File: src/design/sorted_list_merge_top_assert.svh
// assertion macros for the sorted list merge block
// expects i_clk and i_rst_n in the scope of each use
`ifndef SORTED_LIST_MERGE_TOP_ASSERT_SVH
`define SORTED_LIST_MERGE_TOP_ASSERT_SVH

// condition holds at every clock edge out of reset
`define SLM_ASSERT_ALWAYS(lbl, cond, msg) \
    lbl: assert property (@(posedge i_clk) disable iff (!i_rst_n) (cond)) else $error(msg);

// consequent holds in the cycle after the antecedent
`define SLM_ASSERT_NEXT(lbl, ante, cons, msg) \
    lbl: assert property (@(posedge i_clk) disable iff (!i_rst_n) \
        (ante) |=> (cons)) else $error(msg);

`endif

File: src/design/slm_pkg.sv
// shared constants and types for the sorted list merge block
// no dependencies
package slm_pkg;

    localparam int LIST_DEPTH = 32;
    localparam int IDX_W      = (LIST_DEPTH > 1) ? $clog2(LIST_DEPTH) : 1;
    localparam int CNT_W      = $clog2(LIST_DEPTH + 1);
    localparam int DATA_W     = 32;

    typedef enum logic [1:0] {
        CMD_PUSH_A = 2'd0,
        CMD_PUSH_B = 2'd1,
        CMD_MERGE  = 2'd2
    } t_cmd;

    typedef enum logic {
        ST_IDLE  = 1'b0,
        ST_MERGE = 1'b1
    } t_state;

endpackage

File: src/design/sorted_list_merge_top.sv
// merge of two ascending signed lists held in two ram stores
// push: one item per cycle, no result. merge: the taken merge item moves the state to
// merge, from which results are registered one per cycle while i_out_stall is low;
// n stored elements give n results, input stalled for the whole run.
// the head of each list comes straight from its ram read register.
// reset clears counts, drop flag, state and output valid; stores need no clearing
`include "sorted_list_merge_top_assert.svh"

module sorted_list_merge_top (
    input  logic                        i_clk,
    input  logic                        i_rst_n,
    input  logic                        i_in_valid,
    output logic                        o_in_stall,
    input  logic [1:0]                  i_command,
    input  logic signed [31:0]          i_value,
    output logic                        o_out_valid,
    input  logic                        i_out_stall,
    output logic signed [31:0]          o_merged_value,
    output logic                        o_from_list_b,
    output logic                        o_last,
    output logic                        o_dropped
);
    import slm_pkg::*;

    t_state             r_state, n_state;
    logic [CNT_W-1:0]   r_cnt_a, n_cnt_a, r_cnt_b, n_cnt_b;
    logic [CNT_W-1:0]   r_ia, n_ia, r_ib, n_ib;
    logic               r_overflow, n_overflow;
    logic               r_out_valid, n_out_valid;
    logic [DATA_W-1:0]  r_merged_value, n_merged_value;
    logic               r_from_b, n_from_b;
    logic               r_last, n_last;
    logic               r_dropped, n_dropped;

    logic               w_accept;
    logic               w_we_a, w_we_b;
    logic [DATA_W-1:0]  w_rdata_a, w_rdata_b;
    logic               w_a_left, w_b_left, w_take_b, w_is_last, w_slot_free;

    assign w_accept = i_in_valid && (r_state == ST_IDLE);

    // list stores
    slm_ram #(.DEPTH(LIST_DEPTH), .WIDTH(DATA_W)) u_store_a (
        .i_clk   (i_clk),
        .i_we    (w_we_a),
        .i_waddr (r_cnt_a[IDX_W-1:0]),
        .i_wdata (i_value),
        .i_raddr (n_ia[IDX_W-1:0]),
        .o_rdata (w_rdata_a)
    );

    slm_ram #(.DEPTH(LIST_DEPTH), .WIDTH(DATA_W)) u_store_b (
        .i_clk   (i_clk),
        .i_we    (w_we_b),
        .i_waddr (r_cnt_b[IDX_W-1:0]),
        .i_wdata (i_value),
        .i_raddr (n_ib[IDX_W-1:0]),
        .o_rdata (w_rdata_b)
    );

    // head selection, b wins a tie
    always_comb begin
        w_a_left = (r_ia != r_cnt_a);
        w_b_left = (r_ib != r_cnt_b);
        w_take_b = !w_a_left ||
                   (w_b_left && !($signed(w_rdata_a) < $signed(w_rdata_b)));
        if (w_take_b) begin
            w_is_last = !w_a_left && ((r_ib + CNT_W'(1)) == r_cnt_b);
        end else begin
            w_is_last = !w_b_left && ((r_ia + CNT_W'(1)) == r_cnt_a);
        end
        w_slot_free = !r_out_valid || !i_out_stall;
    end

    // next state, store writes and result register
    always_comb begin
        n_state        = r_state;
        n_cnt_a        = r_cnt_a;
        n_cnt_b        = r_cnt_b;
        n_ia           = r_ia;
        n_ib           = r_ib;
        n_overflow     = r_overflow;
        n_out_valid    = r_out_valid && i_out_stall;
        n_merged_value = r_merged_value;
        n_from_b       = r_from_b;
        n_last         = r_last;
        n_dropped      = r_dropped;
        w_we_a         = 1'b0;
        w_we_b         = 1'b0;
        case (r_state)
            ST_IDLE: begin
                n_ia = '0;
                n_ib = '0;
                if (w_accept) begin
                    case (i_command)
                        CMD_PUSH_A: begin
                            if (r_cnt_a != CNT_W'(LIST_DEPTH)) begin
                                w_we_a  = 1'b1;
                                n_cnt_a = r_cnt_a + CNT_W'(1);
                            end else begin
                                n_overflow = 1'b1;
                            end
                        end
                        CMD_PUSH_B: begin
                            if (r_cnt_b != CNT_W'(LIST_DEPTH)) begin
                                w_we_b  = 1'b1;
                                n_cnt_b = r_cnt_b + CNT_W'(1);
                            end else begin
                                n_overflow = 1'b1;
                            end
                        end
                        CMD_MERGE: begin
                            if (r_cnt_a == '0 && r_cnt_b == '0) begin
                                n_overflow = 1'b0;
                            end else begin
                                n_state = ST_MERGE;
                            end
                        end
                        default: begin
                        end
                    endcase
                end
            end
            ST_MERGE: begin
                if (w_slot_free) begin
                    n_out_valid    = 1'b1;
                    n_merged_value = w_take_b ? w_rdata_b : w_rdata_a;
                    n_from_b       = w_take_b;
                    n_last         = w_is_last;
                    n_dropped      = r_overflow;
                    if (w_take_b) begin
                        n_ib = r_ib + CNT_W'(1);
                    end else begin
                        n_ia = r_ia + CNT_W'(1);
                    end
                    if (w_is_last) begin
                        n_state    = ST_IDLE;
                        n_cnt_a    = '0;
                        n_cnt_b    = '0;
                        n_ia       = '0;
                        n_ib       = '0;
                        n_overflow = 1'b0;
                    end
                end
            end
            default: begin
                n_state = ST_IDLE;
            end
        endcase
    end

    // control registers
    always_ff @(posedge i_clk) begin
        if (!i_rst_n) begin
            r_state     <= ST_IDLE;
            r_cnt_a     <= '0;
            r_cnt_b     <= '0;
            r_ia        <= '0;
            r_ib        <= '0;
            r_overflow  <= 1'b0;
            r_out_valid <= 1'b0;
        end else begin
            r_state     <= n_state;
            r_cnt_a     <= n_cnt_a;
            r_cnt_b     <= n_cnt_b;
            r_ia        <= n_ia;
            r_ib        <= n_ib;
            r_overflow  <= n_overflow;
            r_out_valid <= n_out_valid;
        end
    end

    // result payload
    always_ff @(posedge i_clk) begin
        r_merged_value <= n_merged_value;
        r_from_b       <= n_from_b;
        r_last         <= n_last;
        r_dropped      <= n_dropped;
    end

    assign o_in_stall     = (r_state != ST_IDLE);
    assign o_out_valid    = r_out_valid;
    assign o_merged_value = r_merged_value;
    assign o_from_list_b  = r_from_b;
    assign o_last         = r_last;
    assign o_dropped      = r_dropped;

    // checks
    `SLM_ASSERT_ALWAYS(a_cnt_range, (r_cnt_a <= CNT_W'(LIST_DEPTH)) && (r_cnt_b <= CNT_W'(LIST_DEPTH)), "count beyond store depth")
    `SLM_ASSERT_ALWAYS(a_idx_range, (r_ia <= r_cnt_a) && (r_ib <= r_cnt_b), "read index past count")
    `SLM_ASSERT_ALWAYS(a_idle_idx, (r_state != ST_IDLE) || (r_ia == '0 && r_ib == '0), "read index not rewound in idle")
    `SLM_ASSERT_NEXT(a_empty_merge, w_accept && (i_command == CMD_MERGE) && (r_cnt_a == '0) && (r_cnt_b == '0), (r_state == ST_IDLE) && !r_overflow, "empty merge left idle")
    `SLM_ASSERT_NEXT(a_emit_step, (r_state == ST_MERGE) && w_slot_free, o_out_valid && ((r_ia + r_ib) != $past(r_ia + r_ib) || r_state == ST_IDLE), "merge step did not advance")

endmodule

File: src/design/slm_ram.sv
// generic simple dual port ram, one write and one read port
// read data registered; no dependencies
module slm_ram #(
    parameter int DEPTH = 32,
    parameter int WIDTH = 32,
    parameter int ADDR_W = (DEPTH > 1) ? $clog2(DEPTH) : 1
) (
    input  logic              i_clk,
    input  logic              i_we,
    input  logic [ADDR_W-1:0] i_waddr,
    input  logic [WIDTH-1:0]  i_wdata,
    input  logic [ADDR_W-1:0] i_raddr,
    output logic [WIDTH-1:0]  o_rdata
);

    logic [WIDTH-1:0] r_mem [DEPTH];
    logic [WIDTH-1:0] r_rdata;

    // write port
    always_ff @(posedge i_clk) begin
        if (i_we) begin
            r_mem[i_waddr] <= i_wdata;
        end
    end

    // registered read port, old data on collision
    always_ff @(posedge i_clk) begin
        r_rdata <= r_mem[i_raddr];
    end

    assign o_rdata = r_rdata;

endmodule

File: config.mk
export PLATFORM = sky130hd
export DESIGN_NAME = sorted_list_merge_top
export DESIGN_NICKNAME = d
export VERILOG_FILES = /design/src/design/slm_pkg.sv /design/src/design/sorted_list_merge_top.sv /design/src/design/slm_ram.sv
export VERILOG_INCLUDE_DIRS = /design/src /design/src/design
export SDC_FILE = /design/constraint.sdc
export NUM_CORES = 2
export LEC_CHECK = 0
export ABC_AREA = 1
export BUFFER_PORTS_ARGS = -buffer_cell sky130_fd_sc_hd__buf_2
export CAP_MARGIN = 30
export CELL_PAD_IN_SITES_DETAIL_PLACEMENT = 1
export CELL_PAD_IN_SITES_GLOBAL_PLACEMENT = 2
export CORE_MARGIN = 2
export CORE_UTILIZATION = 45
export DETAILED_ROUTE_END_ITERATION = 16
export HOLD_SLACK_MARGIN = 0.15
export PLACE_DENSITY = 0.8
export SLEW_MARGIN = 20
export SYNTH_ARGS = -nofsm -noshare
export SYNTH_HDL_FRONTEND = slang
export SYNTH_SLANG_ARGS = --single-unit
File: constraint.sdc
create_clock -name i_clk -period 15.8 [get_ports i_clk]
set_clock_uncertainty 0.05 [all_clocks]
set_input_delay 4.74 -clock i_clk [delete_from_list [all_inputs] [get_ports i_clk]]
set_output_delay 4.74 -clock i_clk [all_outputs]
set_load 0.02 [all_outputs]
==> results.md <==
* Max Freq at 108 MHz
* Die height at 461 um
* Post-synthesis sequential area ratio at 0.685
* Clock share of power at 0.434
* CP Launch Type: primary input
* Fill cells at 22,199
* Most common cell after layout, fill and taps aside: nand2_1
* Synthesized Nets at 8,886
* Highest-delay cell along the critical path: nand2_4
* CP endpoint kind: register
* Most frequent cells in the layout: 2,845 x nand2_1, 2,083 x edfxtp_1, 1,570 x nand3_1
* Yosys warnings at 0
* Cts bufs inserted at 230
* Final hold viol count at 0
* Sw frac at 0.226
* Initial Utilization at 0.453
* Tot Pwr at 12.2 mW
* Worst Tran Pin Value at 1.14 ns
* Routed WL at 299,000 um
* DR DRC count at 0
* Power Internal at 9.46 mW
* Antenna violations before repair at 19
* Final core utilization at 0.505
* Flops & latches, synth at 2,174
* Req. time, crit path at 16.55 ns
* Post-CTS Hold Buffers at 0
* Most numerous cell on the critical path: nand2_1
* Root buf cell: clkbuf_16
* Clock Sinks at 2,174
* Relative slew margins at 0.239
* P per Cell Area at 117 mW/mm2
* Depth of the CTS H-tree at 4
* Sw Pwr at 2.76 mW
* Crit-path cells: buf_2, nand2_1, nor2_1, inv_1, nand2_4, buf_4, buf_4, buf_4, nand3_1, nand2_1, nand2_1, nand3_1, nand3_1, nand2_1, nand2_1, nand2_1
* Detail Route Antenna Nets at 0
* Leakage at 41.1 nW
* Synthesized instance count at 8,804
* Core ar. at 0.207 mm2
* Synth-to-Final Area Change at 11.4%
* Fin Hold WS at 0.404 ns
* Setup_tns at 0 ns
* Port Buf Inserts at 74
* Clock tree buffer depth at 3
* Non-Filler Instances at 11,675
* Maximum net fanout on the critical path at 69
* Worst Path Class, Setup: in2reg
* Maximum VDD drop at 0.128 mV
* Die width at 461 um
* Largest net degree at the start of global routing at 187
* Final setup fails at 0
* Max Cap Viol at 0
* Share of cells above drive strength 1 at 0.0756
* Die area at 0.213 mm2
* Placed insts at 11,225
* GRT Total Usage at 0.280
* First-pass GRT wire length at 446,000 um
* Grt ovf at 0
* Worst-path clk slew at 0.06 ns
* Synthesized area per cell at 10.7 um2
* Vias in the first global route at 68,839
* Power share of the combinational group at 0.046
* WP data arrival at 10.05 ns
* I/O pins at 75
* DR vias/cell at 5.72
* Setup Buffers After CTS at 0
* Final GP Congestion at 0.795
* Crit-path max cell delay at 0.78 ns
* Wirelength per Cell at 25.6 um
* CTS tree: done
* Initial DRC count at 6,059
* Final-stage net count at 8,758
* Ys flop type: edfxtp_1
* CTS resizes at 0
* Core Rows at 167
* Tcrit/Tclk final at 0.589
* Post-synthesis cell area at 0.0940 mm2
* Cell variety after synth at 42
* EDFF count, synth at 2,083
* Clk_lat worst skew at 0.88 ns
* RSZ-0062 raised after global routing: no
* Final Slew Violations at 0
* Drt first pass iters at 5
* Via count at 66,803
* Min cycle time layout at 9.30 ns
* Post-DP HPWL at 157,000 um
* Hold Path Class: reg2reg
* Async set-or-reset flop fraction in the synthesized netlist at 0
* Seq pwr share at 0.521
* Run status: completed
power by group through the flow:
stage	clock network, mW	registers (mW)	logic [mW]
floorplan	0	6.47	0.301
global placement	0	6.48	0.534
detailed placement	0	6.48	0.552
CTS	5.37	6.36	0.554
global route	5.59	6.36	0.608
finish	5.30	6.36	0.559
cells in the mapped netlist (3+ instances only):
cell type     n  area share
a21oi_1      29      0.0015
a31oi_1       3     0.00020
buf_1        41      0.0016
buf_2       330       0.018
buf_4        19      0.0015
buf_6         9      0.0011
clkbuf_1    210      0.0084
clkinv_1      5     0.00020
dfxtp_1      91       0.019
edfxtp_1   2083        0.67
ha_1         44      0.0059
inv_1       742       0.030
nand2_1    2850        0.11
nand3_1    1572       0.084
nand3_2       9     0.00096
nand4_1     490       0.033
nor2_1      105      0.0042
nor3_1        8     0.00043
o211ai_1     27      0.0022
o211ai_2      8      0.0011
o21ai_0      80      0.0043
o21ai_1       5     0.00027
xor2_1       18      0.0017
flip-flops by register name, summed over array words and instances (netlist names):
name / flops
o_dropped: 1
o_from_list_b: 1
o_in_stall: 1
o_last: 1
o_merged_value: 32
o_out_valid: 1
r_cnt_a: 6
r_cnt_b: 6
r_ia: 6
r_ib: 6
r_overflow: 1
u_store_a.o_rdata: 32
u_store_a.r_mem: 1024
u_store_b.o_rdata: 32
u_store_b.r_mem: 1024
worst paths after layout:
path / from / end / slack, ns / depth (start not counted)
worst max-delay path: i_out_stall / u_store_a.o_rdata[8] / 6.50 / 16
worst min-delay path: r_overflow / o_dropped / 0.40 / 0
worst max register to register: u_store_b.o_rdata[9] / u_store_b.o_rdata[25] / 9.03 / 23
worst min register to register: r_overflow / o_dropped / 0.40 / 0
final cells by class:
cell class,instances,area (um2),area share
clock inverters,116,953,0.00911
inverters,749,2840,0.0271
diodes,11,27.5,0.000263
well taps,2788,3490,0.0333
clock buffers,316,6330,0.0605
repair buffers,249,2060,0.0197
multi-input cells,5272,24600,0.235
flip-flops and latches,2174,64400,0.615
through the flow:
| step | setup slack [ns] | instance area [um2] |
|---|---|---|
| global placement | 5.71 | 96900 |
| floorplan | 7.55 | 94000 |
| CTS | 6.44 | 104000 |
| finish | 6.50 | 105000 |
| global route | 6.23 | 105000 |
| detailed placement | 5.51 | 97200 |
layer usage:
metal | track usage | up-vias | routed length (um)
met2 | 0.475 | 1821 | 147000
met3 | 0.0352 | 461 | 15900
met1 | 0.376 | 34460 | 128000
met5 | 0 | - | 12
li1 | - | 30059 | -
met4 | 0.0858 | 2 | 8130
worst max-delay path: cells and delay by family:
| kind | cells | cell delay [ns] |
|---|---|---|
| buffers and inverters | 5 | 2.78 |
| AND/OR/NAND/NOR | 11 | 2.37 |
cells by family (layout without fill, tap and decap cells):
| logic type | count (synthesis) | in the layout | synth area share |
|---|---|---|---|
| xor+xnor | 21 | 21 | 0.00212 |
| simple gates | 5044 | 5044 | 0.237 |
| fa+ha+maj | 44 | 44 | 0.00586 |
| flops | 2174 | 2174 | 0.685 |
| buf+inv | 1358 | 1430 | 0.0601 |
| compound gates | 163 | 163 | 0.0104 |
| other cells | 0 | 11 | 0 |
(Power assumes the default switching activity.)
